## config.mk

```make
export PLATFORM = sky130hd
export DESIGN_NAME = bwlp_coef_regs_flat
export DESIGN_NICKNAME = d
export VERILOG_FILES = /design/src/hdl/bwlp_pkg.sv /design/src/hdl/bwlp_cfg_if.sv /design/src/hdl/bwlp_coef_regs.sv /design/src/flat_wrapper.sv
export SDC_FILE = /design/constraint.sdc
export NUM_CORES = 1
export LEC_CHECK = 0
export BUFFER_PORTS_ARGS = -buffer_cell sky130_fd_sc_hd__buf_2
export CAP_MARGIN = 20
export CELL_PAD_IN_SITES_DETAIL_PLACEMENT = 0
export CELL_PAD_IN_SITES_GLOBAL_PLACEMENT = 1
export CORE_AREA = 2 2 77 79
export CTS_BUF_LIST = sky130_fd_sc_hd__clkbuf_2
export DETAILED_ROUTE_END_ITERATION = 6
export DIE_AREA = 0 0 79 81
export PLACE_DENSITY_LB_ADDON = 0.1
export SYNTH_ARGS = -nofsm -noshare
export SYNTH_HDL_FRONTEND = slang
export SYNTH_SLANG_ARGS = --single-unit
```

## constraint.sdc

```tcl
create_clock -name clk -period 1.3 [get_ports clk]
set_input_delay 0.065 -clock clk [delete_from_list [all_inputs] [get_ports clk]]
set_output_delay 0.065 -clock clk [all_outputs]
set_load 0.02 [all_outputs]
```

## src/hdl/bwlp_pkg.sv

```systemverilog
`timescale 1ns / 1ps
// ----------------------------------------------------------------------------
// bwlp_pkg
// Shared widths, types and register indexes for the three-channel
// second-order low-pass filter.
// ----------------------------------------------------------------------------
package bwlp_pkg;

  localparam int SAMPLE_W  = 16;
  localparam int COEF_FRAC = 16;
  localparam int CHANNELS  = 3;
  localparam int B0_W      = 17;
  localparam int A_W       = 18;
  localparam int CFG_IDX_W = 2;
  localparam int CFG_DAT_W = 18;

  // x0 + 2*x1 + x2
  localparam int TAPSUM_W  = SAMPLE_W + 3;
  localparam int PROD_B_W  = B0_W + 1 + TAPSUM_W;
  localparam int PROD_A_W  = A_W + SAMPLE_W;
  localparam int ACC_W     = PROD_B_W + 1;
  localparam int SHIFT_W   = ACC_W - COEF_FRAC;

  localparam logic [CFG_IDX_W-1:0] REG_GAIN_B0     = CFG_IDX_W'(0);
  localparam logic [CFG_IDX_W-1:0] REG_FEEDBACK_A1 = CFG_IDX_W'(1);
  localparam logic [CFG_IDX_W-1:0] REG_FEEDBACK_A2 = CFG_IDX_W'(2);

  typedef logic signed [SAMPLE_W-1:0] sample_t;

  typedef struct packed {
    logic        [B0_W-1:0] b0;
    logic signed [A_W-1:0]  a1;
    logic signed [A_W-1:0]  a2;
  } coef_t;

endpackage

```

## src/hdl/bwlp_cfg_if.sv

```systemverilog
`timescale 1ns / 1ps
// ----------------------------------------------------------------------------
// bwlp_cfg_if
// Coefficient write channel: register index and write data.
// ----------------------------------------------------------------------------
interface bwlp_cfg_if import bwlp_pkg::*; ();
  logic                 valid;
  logic                 ready;
  logic [CFG_IDX_W-1:0] index;
  logic [CFG_DAT_W-1:0] data;

  modport source (output valid, index, data, input ready);
  modport sink   (input valid, index, data, output ready);
endinterface

```

## src/hdl/bwlp_coef_regs.sv

```systemverilog
`timescale 1ns / 1ps
// ----------------------------------------------------------------------------
// bwlp_coef_regs
// Coefficient register file written over the configuration channel.
// ----------------------------------------------------------------------------
module bwlp_coef_regs import bwlp_pkg::*; (
  input  logic         clk,
  input  logic         rst_n,
  bwlp_cfg_if.sink     cfg,
  output coef_t        coef
);

  coef_t coef_r;
  coef_t coef_nxt;

  assign cfg.ready = 1'b1;
  assign coef      = coef_r;

  always_comb begin
    coef_nxt = coef_r;
    if (cfg.valid) begin
      unique case (cfg.index)
        REG_GAIN_B0:     coef_nxt.b0 = cfg.data[B0_W-1:0];
        REG_FEEDBACK_A1: coef_nxt.a1 = $signed(cfg.data[A_W-1:0]);
        REG_FEEDBACK_A2: coef_nxt.a2 = $signed(cfg.data[A_W-1:0]);
        default:         coef_nxt    = coef_r;
      endcase
    end
  end

  always_ff @(posedge clk) begin
    if (!rst_n) begin
      coef_r <= '0;
    end else begin
      coef_r <= coef_nxt;
    end
  end

endmodule

```

## src/flat_wrapper.sv

```systemverilog
// flat-port wrapper written by rule: the top's interface ports become plain ports
module bwlp_coef_regs_flat import bwlp_pkg::*;
  (clk, rst_n, coef, cfg_valid, cfg_index, cfg_data, cfg_ready);
  bwlp_cfg_if cfg_i ();
  input  logic clk;
  input  logic rst_n;
  output coef_t coef;
  input wire logic [$bits(cfg_i.valid)-1:0] cfg_valid;
  input wire logic [$bits(cfg_i.index)-1:0] cfg_index;
  input wire logic [$bits(cfg_i.data)-1:0] cfg_data;
  output wire logic [$bits(cfg_i.ready)-1:0] cfg_ready;
  assign cfg_i.valid = cfg_valid;
  assign cfg_i.index = cfg_index;
  assign cfg_i.data = cfg_data;
  assign cfg_ready = cfg_i.ready;
  bwlp_coef_regs u_core (.clk(clk), .rst_n(rst_n), .cfg(cfg_i), .coef(coef));
endmodule
```

[Yosys cells after proc, flatten, opt, wreduce, memory -nomap -nowiden]
Index checks and enable logic that the tools add are counted.
W data, S select, Z words.
Operators by class
  equality and inequality tests: 2
  reductions and logical operators: 4
Operator list (count)
  $reduce_and A2 Y1: 3
  $eq A2 B1 Y1 const B: 1
  $eq A2 B2 Y1 const B: 1
  $logic_not A2 Y1: 1
Storage, ports and cells
  register bits after elaboration: 53
  bits of input ports: 23
  output and inout bits: 54

[Depth between registers and ports, before layout]
  depth after elaboration: 2
  depth in mapped cells: 4
  mapped depth without buffers: 2

[Worst setup path before layout]
OpenSTA, ideal clock, no wires.
  kind: input -> register
  start: input port cfg_index[1]
  end: register u_core.coef_r (netlist bit u_core.coef[42])
  library setup time: 0.119 ns
  arrival: 0.837 ns
  required time: 1.181 ns
  setup slack: 0.344 ns
  cell stages on the path: 4
  path buffers: 2
  cells stage by stage: or3b_1 -> buf_6 -> buf_12 -> mux2i_1
Between the ends
  word-level cells in the longest chain between the ends: 2
Ends and longest elaborated chain
  from (decl): RTL line flat_wrapper.sv:9  | input wire logic [$bits(cfg_i.index)-1:0] cfg_index;
  $logic_not A2 Y1: RTL line bwlp_coef_regs.sv:22  | unique case (cfg.index)
  $reduce_and A2 Y1 (no line)
  to (signal assigned): RTL line bwlp_coef_regs.sv:35  | coef_r <= coef_nxt;
  to (decl): RTL line bwlp_coef_regs.sv:13  | coef_t coef_r;
No other way between the ends.
A chain may end at the register's enable or synchronous reset.

[Worst setup path in the final report]
  start: register u_core.coef_r (netlist bit u_core.coef[27])
  end: output port coef[27] (netlist name)
RTL lines
  to (decl): RTL line flat_wrapper.sv:7  | output coef_t coef;
No word-level cell between the ends.

==> results by group <==
Outcome
  – Status: finished, final reports clean

STA
  – Fin. Hold Viols: 0
  – RSZ-0062 raised after global routing: no
  – Achievable Freq: 914 MHz
  – Clock Skew: 0 ns
  – Setup violations, final: 0
  – Setup TNS: 0 ns
  – Fin crit share: 0.842
  – Crit path time final: 1.09 ns
  – Hold WS: 0.187 ns
  – PnR worst setup slack: 0.206 ns
  – Slew Viols, Final: 0

GRT
  – Total track usage: 0.150
  – GR Overflow Total: 0
  – Antenna violations before repair: 0
  – First-pass GRT wire length: 7460 um
  – Pin count of the biggest net entering global routing: 34
  – Vias in the first global route: 1,548

Worst setup path
  – Crit path depth: 1
  – Slowest stage delay, CP: 0.42 ns
  – Reg2Reg Setup Slack: 0.66 ns
  – Startpoint class of the critical path: flop
  – Crit path max-delay family: flip-flops
  – Crit-path max FO: 2
  – Origin of the worst setup path: u_core.coef[27]
  – R2R Path End: u_core.coef[27]
  – FF-to-FF Start: u_core.coef[27]
  – Slowest cell on crit path: dfxtp_1
  – CP Data Required Time: 1.24 ns
  – Crit path cell chain: buf_2
  – Crit Path Class: reg2out
  – FF-to-FF path depth: 2
  – WP buf/inv: 1
  – Setup crit end: coef[27]
  – Crit end category: output port
  – Crit path DAT: 1.03 ns

Floorplanning
  – Io pins: 77
  – Starting Density: 0.349
  – Core area: 5680 um2
  – Die area: 6400 um2
  – Rows: 28
  – Die Span Y: 81 um
  – Die width: 79 um

Pwr
  – Peak supply drop: 0.506 mV
  – PD cells: 1170 nW/um2
  – Leakage power total: 1.53 nW
  – Comb power frac: 0.126
  – Clock network fraction of design power: 0.330
  – Sw Pwr: 0.780 mW
  – Power consumption: 3.15 mW
  – Sw frac: 0.247
  – Sequential power share: 0.544
  – P_int: 2.37 mW

Clocking
  – Worst-path clk slew: 0.27 ns
  – CTS Buffer Depth: 2
  – Num Clock Sinks: 53
  – Total CTS buffers: 5
  – Post-CTS Hold Fix Bufs: 19
  – Post-CTS Resized: 0
  – # Post-CTS Setup Buffers: 0
  – CTS tree: built
  – Root buf cell: clkbuf_2
  – H-tree level count: 2
  – Worst-Skew Late Latency: 0.42 ns

Drt
  – DRT iter0 DRCs: 25
  – Routed vias: 1,605
  – Final wirelength: 4660 um
  – Drt pass-1 iters: 4
  – Wirelength per Cell: 12.8 um
  – Antenna-violating nets left: 0
  – # DRC: 0
  – Via density: 4.42

Yosys
  – Syn_nets: 219
  – Post-synthesis cell type count: 11
  – YS warnings: 0
  – Top area cells in the synthesized netlist: dfxtp_1 (54%), mux2i_1 (27%), nand2_1 (13%)
  – Register bit total from synthesis: 53
  – Synth area leader: dfxtp_1
  – Synth top area share: 0.536
  – Mapped cell area: 1980 um2
  – Seq/Total Area, Yosys: 0.536
  – Syn avg cell area: 10.1 um2
  – Synthesized instance count: 196

Finish
  – Final Non-Filler Cells: 363
  – Diodes inserted: 0
  – Most frequent cells in the layout: buf_2 (75), nand2_1 (71), mux2i_1 (53), dfxtp_1 (53), dlygate4sd3_1 (19)
  – Fillers: 591
  – Area Growth Syn to Fin: 36.3%
  – Leading cell type in the layout, fill and taps excluded: buf_2
  – Final #Nets: 310
  – Max reg flops: 53
  – Layout cells sized above 1: 0.306

Flow run
  – Number of max-cap violations: 0

Place
  – Pre-CTS WS: 0.230 ns
  – # placed instances: 336
  – Post-DP HPWL: 3120 um
  – Placer congestion estimate: 0.701
  – Port Buf Inserts: 75

Min path
  – Worst Hold Launch: cfg_index[0]
  – Hold Crit Class: in2reg
==> Yosys cell counts (all sizes together) <==
master and n:
nand3b 2, clkbuf 8, nand2 71, conb 1, buf 7, mux2i 53
dfxtp 53, or3b 1
==> worst min path at each step <==
stage                            endpoint  slack, ns  depth (start not counted)
after detailed placement  u_core.coef[17]       0.35                          3
after global routing      u_core.coef[17]       0.17                          4
after floorplan           u_core.coef[17]       0.23                          2
after CTS                 u_core.coef[23]       0.16                          4
final                     u_core.coef[22]       0.19                          4
after global placement    u_core.coef[17]       0.35                          3
==> power by group through the flow <==
| stage | logic (mW) | clock network [mW] | registers (mW) |
|---|---|---|---|
| 6_report | 0.396 | 1.04 | 1.72 |
| 3_5_place_dp | 0.359 | 0 | 1.75 |
| 3_3_place_gp | 0.357 | 0 | 1.75 |
| 4_1_cts | 0.403 | 1.08 | 1.72 |
| 2_1_floorplan | 0.157 | 0 | 1.82 |
| 5_1_grt | 0.432 | 1.13 | 1.73 |
==> cell families (layout without fill, tap and decap cells) <==
family	Yosys count	after routing	share of synthesized area
simple gates	74	74	0.147
mux	53	53	0.268
flops	53	53	0.536
buf+inv	15	107	0.0474
other cells	1	1	0.00189
==> stage by stage <==
stage | cell area, um2 | util
floorplan | 1980 | -
global placement | 2420 | 0.426
detailed placement | 2420 | 0.426
CTS | 2700 | 0.475
global route | 2700 | 0.475
finish | 2700 | 0.475
==> metal layers <==
metal	track usage	share of wire
met5	0	0
met4	0.0466	0.0086
met2	0.236	0.45
met3	0.0433	0.054
met1	0.199	0.49
==> area by class of cell <==
class	count	area (um2)	area share
Clock buffer	5	25.0	0.00928
Clock inverter	3	65.1	0.0241
Multi-Input combinational cell	128	825	0.306
Sequential cell	53	1060	0.393
Tap cell	75	93.8	0.0348
Timing Repair Buffer	99	628	0.233
Power figures use the tool's default switching activity.
