$ cat config.mk
export PLATFORM = sky130hd
export DESIGN_NAME = bwlp_section
export DESIGN_NICKNAME = d
export VERILOG_FILES = /design/src/hdl/bwlp_pkg.sv /design/src/hdl/bwlp_section.sv
export SDC_FILE = /design/constraint.sdc
export NUM_CORES = 2
export LEC_CHECK = 0
export BUFFER_PORTS_ARGS = -buffer_cell sky130_fd_sc_hd__buf_2
export CAP_MARGIN = 20
export CORE_ASPECT_RATIO = 1.25
export CORE_MARGIN = 3
export CORE_UTILIZATION = 45
export DETAILED_ROUTE_END_ITERATION = 16
export PLACE_DENSITY_LB_ADDON = 0.2
export REMOVE_ABC_BUFFERS = 1
export SYNTH_ARGS = -nofsm -noshare
export SYNTH_HDL_FRONTEND = slang
export SYNTH_SLANG_ARGS = --single-unit
$ cat constraint.sdc
create_clock -name clk -period 15.9 [get_ports clk]
set_input_delay 0.795 -clock clk [delete_from_list [all_inputs] [get_ports clk]]
set_output_delay 0.795 -clock clk [all_outputs]
set_load 0.02 [all_outputs]
$ cat src/hdl/bwlp_pkg.sv
`timescale 1ns / 1ps
// ----------------------------------------------------------------------------
// bwlp_pkg
// Shared widths, types and register indexes for the three-channel
// second-order low-pass filter.
// ----------------------------------------------------------------------------
package bwlp_pkg;

  localparam int SAMPLE_W  = 16;
  localparam int COEF_FRAC = 16;
  localparam int CHANNELS  = 3;
  localparam int B0_W      = 17;
  localparam int A_W       = 18;
  localparam int CFG_IDX_W = 2;
  localparam int CFG_DAT_W = 18;

  // x0 + 2*x1 + x2
  localparam int TAPSUM_W  = SAMPLE_W + 3;
  localparam int PROD_B_W  = B0_W + 1 + TAPSUM_W;
  localparam int PROD_A_W  = A_W + SAMPLE_W;
  localparam int ACC_W     = PROD_B_W + 1;
  localparam int SHIFT_W   = ACC_W - COEF_FRAC;

  localparam logic [CFG_IDX_W-1:0] REG_GAIN_B0     = CFG_IDX_W'(0);
  localparam logic [CFG_IDX_W-1:0] REG_FEEDBACK_A1 = CFG_IDX_W'(1);
  localparam logic [CFG_IDX_W-1:0] REG_FEEDBACK_A2 = CFG_IDX_W'(2);

  typedef logic signed [SAMPLE_W-1:0] sample_t;

  typedef struct packed {
    logic        [B0_W-1:0] b0;
    logic signed [A_W-1:0]  a1;
    logic signed [A_W-1:0]  a2;
  } coef_t;

endpackage

$ cat src/hdl/bwlp_section.sv
`timescale 1ns / 1ps
// ----------------------------------------------------------------------------
// bwlp_section
// One direct form I biquad with taps b0, 2*b0, b0 and feedback a1, a2.
// History advances on adv; result is rounded to nearest and saturated.
// ----------------------------------------------------------------------------
module bwlp_section import bwlp_pkg::*; (
  input  logic    clk,
  input  logic    rst_n,
  input  logic    adv,
  input  coef_t   coef,
  input  sample_t x0,
  output sample_t y
);

  localparam logic signed [SHIFT_W-1:0] SAT_HI = SHIFT_W'((1 <<< (SAMPLE_W - 1)) - 1);
  localparam logic signed [SHIFT_W-1:0] SAT_LO = -SAT_HI - SHIFT_W'(1);
  localparam logic signed [ACC_W-1:0]   RND    = ACC_W'(1) <<< (COEF_FRAC - 1);

  sample_t x1_r, x2_r, y1_r, y2_r;

  logic signed [TAPSUM_W-1:0] tap_sum;
  logic signed [PROD_B_W-1:0] prod_b;
  logic signed [PROD_A_W-1:0] prod_a1;
  logic signed [PROD_A_W-1:0] prod_a2;
  logic signed [ACC_W-1:0]    acc;
  logic signed [SHIFT_W-1:0]  scaled;

  always_comb begin
    tap_sum = TAPSUM_W'(x0) + (TAPSUM_W'(x1_r) <<< 1) + TAPSUM_W'(x2_r);
    prod_b  = $signed({1'b0, coef.b0}) * tap_sum;
    prod_a1 = coef.a1 * y1_r;
    prod_a2 = coef.a2 * y2_r;
    acc     = ACC_W'(prod_b) - ACC_W'(prod_a1) - ACC_W'(prod_a2) + RND;
    scaled  = acc[ACC_W-1:COEF_FRAC];
    priority if (scaled > SAT_HI) begin
      y = SAT_HI[SAMPLE_W-1:0];
    end else if (scaled < SAT_LO) begin
      y = SAT_LO[SAMPLE_W-1:0];
    end else begin
      y = scaled[SAMPLE_W-1:0];
    end
  end

  always_ff @(posedge clk) begin
    if (!rst_n) begin
      x1_r <= '0;
      x2_r <= '0;
      y1_r <= '0;
      y2_r <= '0;
    end else if (adv) begin
      x1_r <= x0;
      x2_r <= x1_r;
      y1_r <= y;
      y2_r <= y1_r;
    end
  end

endmodule

# Yosys cells after proc, flatten, opt, wreduce, memory -nomap -nowiden
# Cells that the tools add are included.
[word_totals]
reg_bits = 64
in_bits = 72
out_inout_bits = 16
wordCells = 16
[op_classes]
addsub = 5
mul = 3
magnitude_cmp = 2
mux = 2
[op_table]
columns = ["operator", "count"]
rows = [
  ["18-bit by 16-bit multiplier with 34-bit output", 2],
  ["38-bit by 17-bit adder with 38-bit output (second input constant)", 1],
  ["37-bit by 34-bit subtractor with 38-bit output", 1],
  ["38-bit by 34-bit subtractor with 38-bit output", 1],
  ["18-bit by 19-bit multiplier with 37-bit output", 1],
  ["16-bit two-way mux", 2],
  ["22-bit by 16-bit > comparator with 1-bit output (second input constant)", 1],
  ["22-bit by 16-bit less-than comparator with 1-bit output (second input constant)", 1],
  ["18-bit by 16-bit adder with 19-bit output", 1],
  ["16-bit by 17-bit adder with 18-bit output", 1],
]

# Logic depth before layout (Yosys ltp)
[depth]
word_depth = 9
ltp_mapped = 50

# Worst setup path before layout
# OpenSTA, ideal clock, no wires.
[synth_timing]
path_kind = "in2out"
start = "in x0[1]"
end = "out y[10]"
arrival_time_ns = 12.068
t_required_ns = 15.105
path_slack_ns = 3.037
cell_stages = 45
path_buffers = 1
path_cell_list = "inv_1 -> fa_1 -> inv_1 -> ha_1 -> fa_1 -> a21o_1 -> a21oi_1 -> o21ai_0 -> a21oi_1 -> o21bai_1 -> a41o_1 -> o41ai_1 -> o21bai_1 -> a21oi_1 -> xnor2_1 -> clkbuf_1 -> nand2_1 -> fa_1 -> [9 not listed] -> fa_1 -> inv_1 -> fa_1 -> inv_1 -> fa_1 -> inv_1 -> ha_1 -> a211oi_1 -> nand2_1 -> a41oi_1 -> nor3_2 -> a21oi_2 -> or3_1 -> a211oi_1 -> o311ai_1 -> nor4_4 -> nor2_1 -> o21ai_0"
[synth_between]
elab_chain_cells = 9
word_cells_on_any_way = 10
[synth_lines]
columns = ["element", "line_no", "rtl"]
rows = [
  ["start, declared", "bwlp_section.sv:12", "input sample_t x0,"],
  ["16-bit by 17-bit adder with 18-bit output (*)", "bwlp_section.sv:30", "tap_sum = TAPSUM_W'(x0) + (TAPSUM_W'(x1_r) <<< 1) + TAPSUM_W'(x2_r);"],
  ["18-bit by 16-bit adder with 19-bit output (*)", "bwlp_section.sv:30", ""],
  ["18-bit by 19-bit multiplier with 37-bit output (*)", "bwlp_section.sv:31", "prod_b = $signed({1'b0, coef.b0}) * tap_sum;"],
  ["37-bit by 34-bit subtractor with 38-bit output (*)", "bwlp_section.sv:34", "acc = ACC_W'(prod_b) - ACC_W'(prod_a1) - ACC_W'(prod_a2) + RND;"],
  ["38-bit by 34-bit subtractor with 38-bit output (*)", "bwlp_section.sv:34", ""],
  ["38-bit by 17-bit adder with 38-bit output (*)", "bwlp_section.sv:34", ""],
  ["22-bit by 16-bit less-than comparator with 1-bit output", "bwlp_section.sv:38", "end else if (scaled < SAT_LO) begin"],
  ["16-bit two-way mux", "bwlp_section.sv:38", ""],
  ["16-bit two-way mux (*)", "bwlp_section.sv:36", "priority if (scaled > SAT_HI) begin"],
  ["end, declared", "bwlp_section.sv:13", "output sample_t y"],
]
# Every way passes the cells marked *; elsewhere a longest branch is shown, timed or not.

# Worst setup path after layout
[layout_timing]
start = "in x0[1]"
end = "out y[13]"
# The elaborated chain is that of the path after synthesis.

==> reports/metrics.yaml <==
numCtsBuffers: 9
finalCritPeriodShare: 0.897
worst_slew_pin_slew_ps: 995
syn-cell-area_um2: 38900
setup_violations: 0
slew_headroom: 0.336
finalMaxSlewViolations: 0
cp_common_cell: "fa_1"
nets: 5408
drc: 0
ys_types: 60
synth-main-ff-cell: "dfxtp_1"
drt_pre_antenna_iters: 6
clkSlewWorstSetupHoldPaths_ps: 60
critPathCapture: "y[13]"
hold_viol_final: 0
mostFrequentLayoutCell: "inv_1"
tritoncts: "yes"
critical_path_peak_fanout: 29
core_um2: 85000
worst_path_max_delay_cell: "nand2_1"
clock_latency_ps: 380
rrSetupSlack_ps: 3110
rr_endpoint: "y1_r[13]$_SDFFE_PN0P_"
postCtsHoldBufs: 0
r2r_start: "x1_r[0]$_SDFFE_PN0P_"
placement_rows: 119
arrival_ps: 13460
n_antenna_cell: 0
syn_area_per_cell_um2: 9.68
clock_path_buffers: 2
max_stage_delay_ps: 730
hold_depth: 1
routed_wl_um: 95200
synth_edf_count: 0
start_util: 0.457
hpwl_um: 83100
dp.cells: 5122
grt_first_pass_wirelength_um: 158000
end_kind: "output port"
io_buffer_count: 87
pre_cts_ws_ps: 1760
status: "finished clean"
worstSetupStartpointType: "input pin"
die_w_um: 269
place.gp.congestion: 0.897
finalCriticalPeriod_ps: 14260
via_count: 25421
grt_pass1_vias: 28727
worstHoldPathType: "flop to flop"
ant_nets: 0
grt_use_total: 0.231
h-tree-depth: 3
maxCapViolations: 0
fin_skew_ps: 22.6
grt_overflow: 0
post_cts_resized: 0
vias_per_cell: 4.95
critPathLaunch: "x0[1]"
synthCells: 4016
area_growth_pct: 4.76
stdcell_count: 5139
antenna_found_initial: 4
nFillCells: 8232
cts_root_buf: "clkbuf_16"
final_util: 0.479
drt_iter0_markers: 1221
ys_ff_latch: 64
ios: 88
yosys_warnings: 0
post_cts_buffers: 0
timing.fmax_mhz: 70.1
seq_area_frac_synth: 0.0329
worst_slack_ps: 1640
drt-wirelength-per-cell_um: 18.5
grt_max_degree: 51
ys_async_sr_fraction: 0
ff2ff_path_depth: 45
drive_above_1_share: 0.0381
rsz0062_at_grt: "false"
critical_path_class: "input pin to output port"
dieArea_um2: 90000
fp.dieH_um: 335
setup_tns_ps: 0
layout_common_cells: "inv_1, fa_1, and2_1"
cts.sinks: 64
worstPathRequired_ps: 15110
how the worst min path moves through the flow:
stage	startpoint	to	slack, ps
floorplan	x2_r[13]$_SDFFE_PN0P_	x2_r[13]$_SDFFE_PN0P_	480
global route	y1_r[15]$_SDFFE_PN0P_	y1_r[15]$_SDFFE_PN0P_	540
global placement	y1_r[15]$_SDFFE_PN0P_	y1_r[15]$_SDFFE_PN0P_	480
CTS	y1_r[15]$_SDFFE_PN0P_	y1_r[15]$_SDFFE_PN0P_	510
finish	y1_r[15]$_SDFFE_PN0P_	y1_r[15]$_SDFFE_PN0P_	500
detailed placement	y1_r[15]$_SDFFE_PN0P_	y1_r[15]$_SDFFE_PN0P_	490
worst max-delay path, delay by kind of cell:
family | cells | cell delay (ps)
AOI/OAI and AO/OA | 16 | 3790
xor gates and xnor gates | 1 | 140
adders and majority gates | 13 | 6120
buffers and inverters | 12 | 1020
and+or+nand+nor | 5 | 1600
Yosys cell counts, drive strengths merged (33+ instances only):
cell	n	area (um2)
inv	1100	4130
a21o	33	248
o21ai	37	189
and2	531	3320
ha	275	3440
mux2i	49	490
fa	1075	21500
dfxtp	64	1280
clkbuf	153	574
nand2	369	1390
xnor2	43	377
nor2b	84	526
area by class of cell:
class	instances	area, um2	area share
tap	1149	1440	0.0353
timing repair buffer	120	726	0.0178
clock inverter	6	85.1	0.00209
multi-input combinational	2691	32900	0.806
sequential	64	1280	0.0315
clock buffer	9	225	0.00553
inverter	1100	4130	0.101
stage by stage:
step	area, um2	hold slack [ps]
6_report	40700	502
5_1_grt	40700	539
4_1_cts	40700	505
3_5_place_dp	40400	492
3_3_place_gp	40400	484
2_1_floorplan	38300	483
per-layer routing:
layer,vias to the layer above,routed length [um],GRT usage
met5,-,28,0
met3,133,2690,0.0160
li1,11378,-,-
met4,4,3180,0.0667
met2,451,54700,0.448
met1,13455,34600,0.270
sequential cells by signal, summed over array words and instances (netlist names):
signal and count:
y1_r 16, y2_r 16, x2_r 16, x1_r 16
kinds of logic after synthesis:
| logic type | synth area share |
|---|---|
| muxes | 0.0126 |
| and+or+nand+nor | 0.146 |
| adders and majority gates | 0.642 |
| AOI/OAI and AO/OA | 0.0288 |
| buffers and inverters | 0.122 |
| xor gates and xnor gates | 0.0158 |
| DFF | 0.0329 |
Power is left out: the tool's default activity adds up to more than one toggle a clock period on the data nets, which glitch-free logic cannot reach.
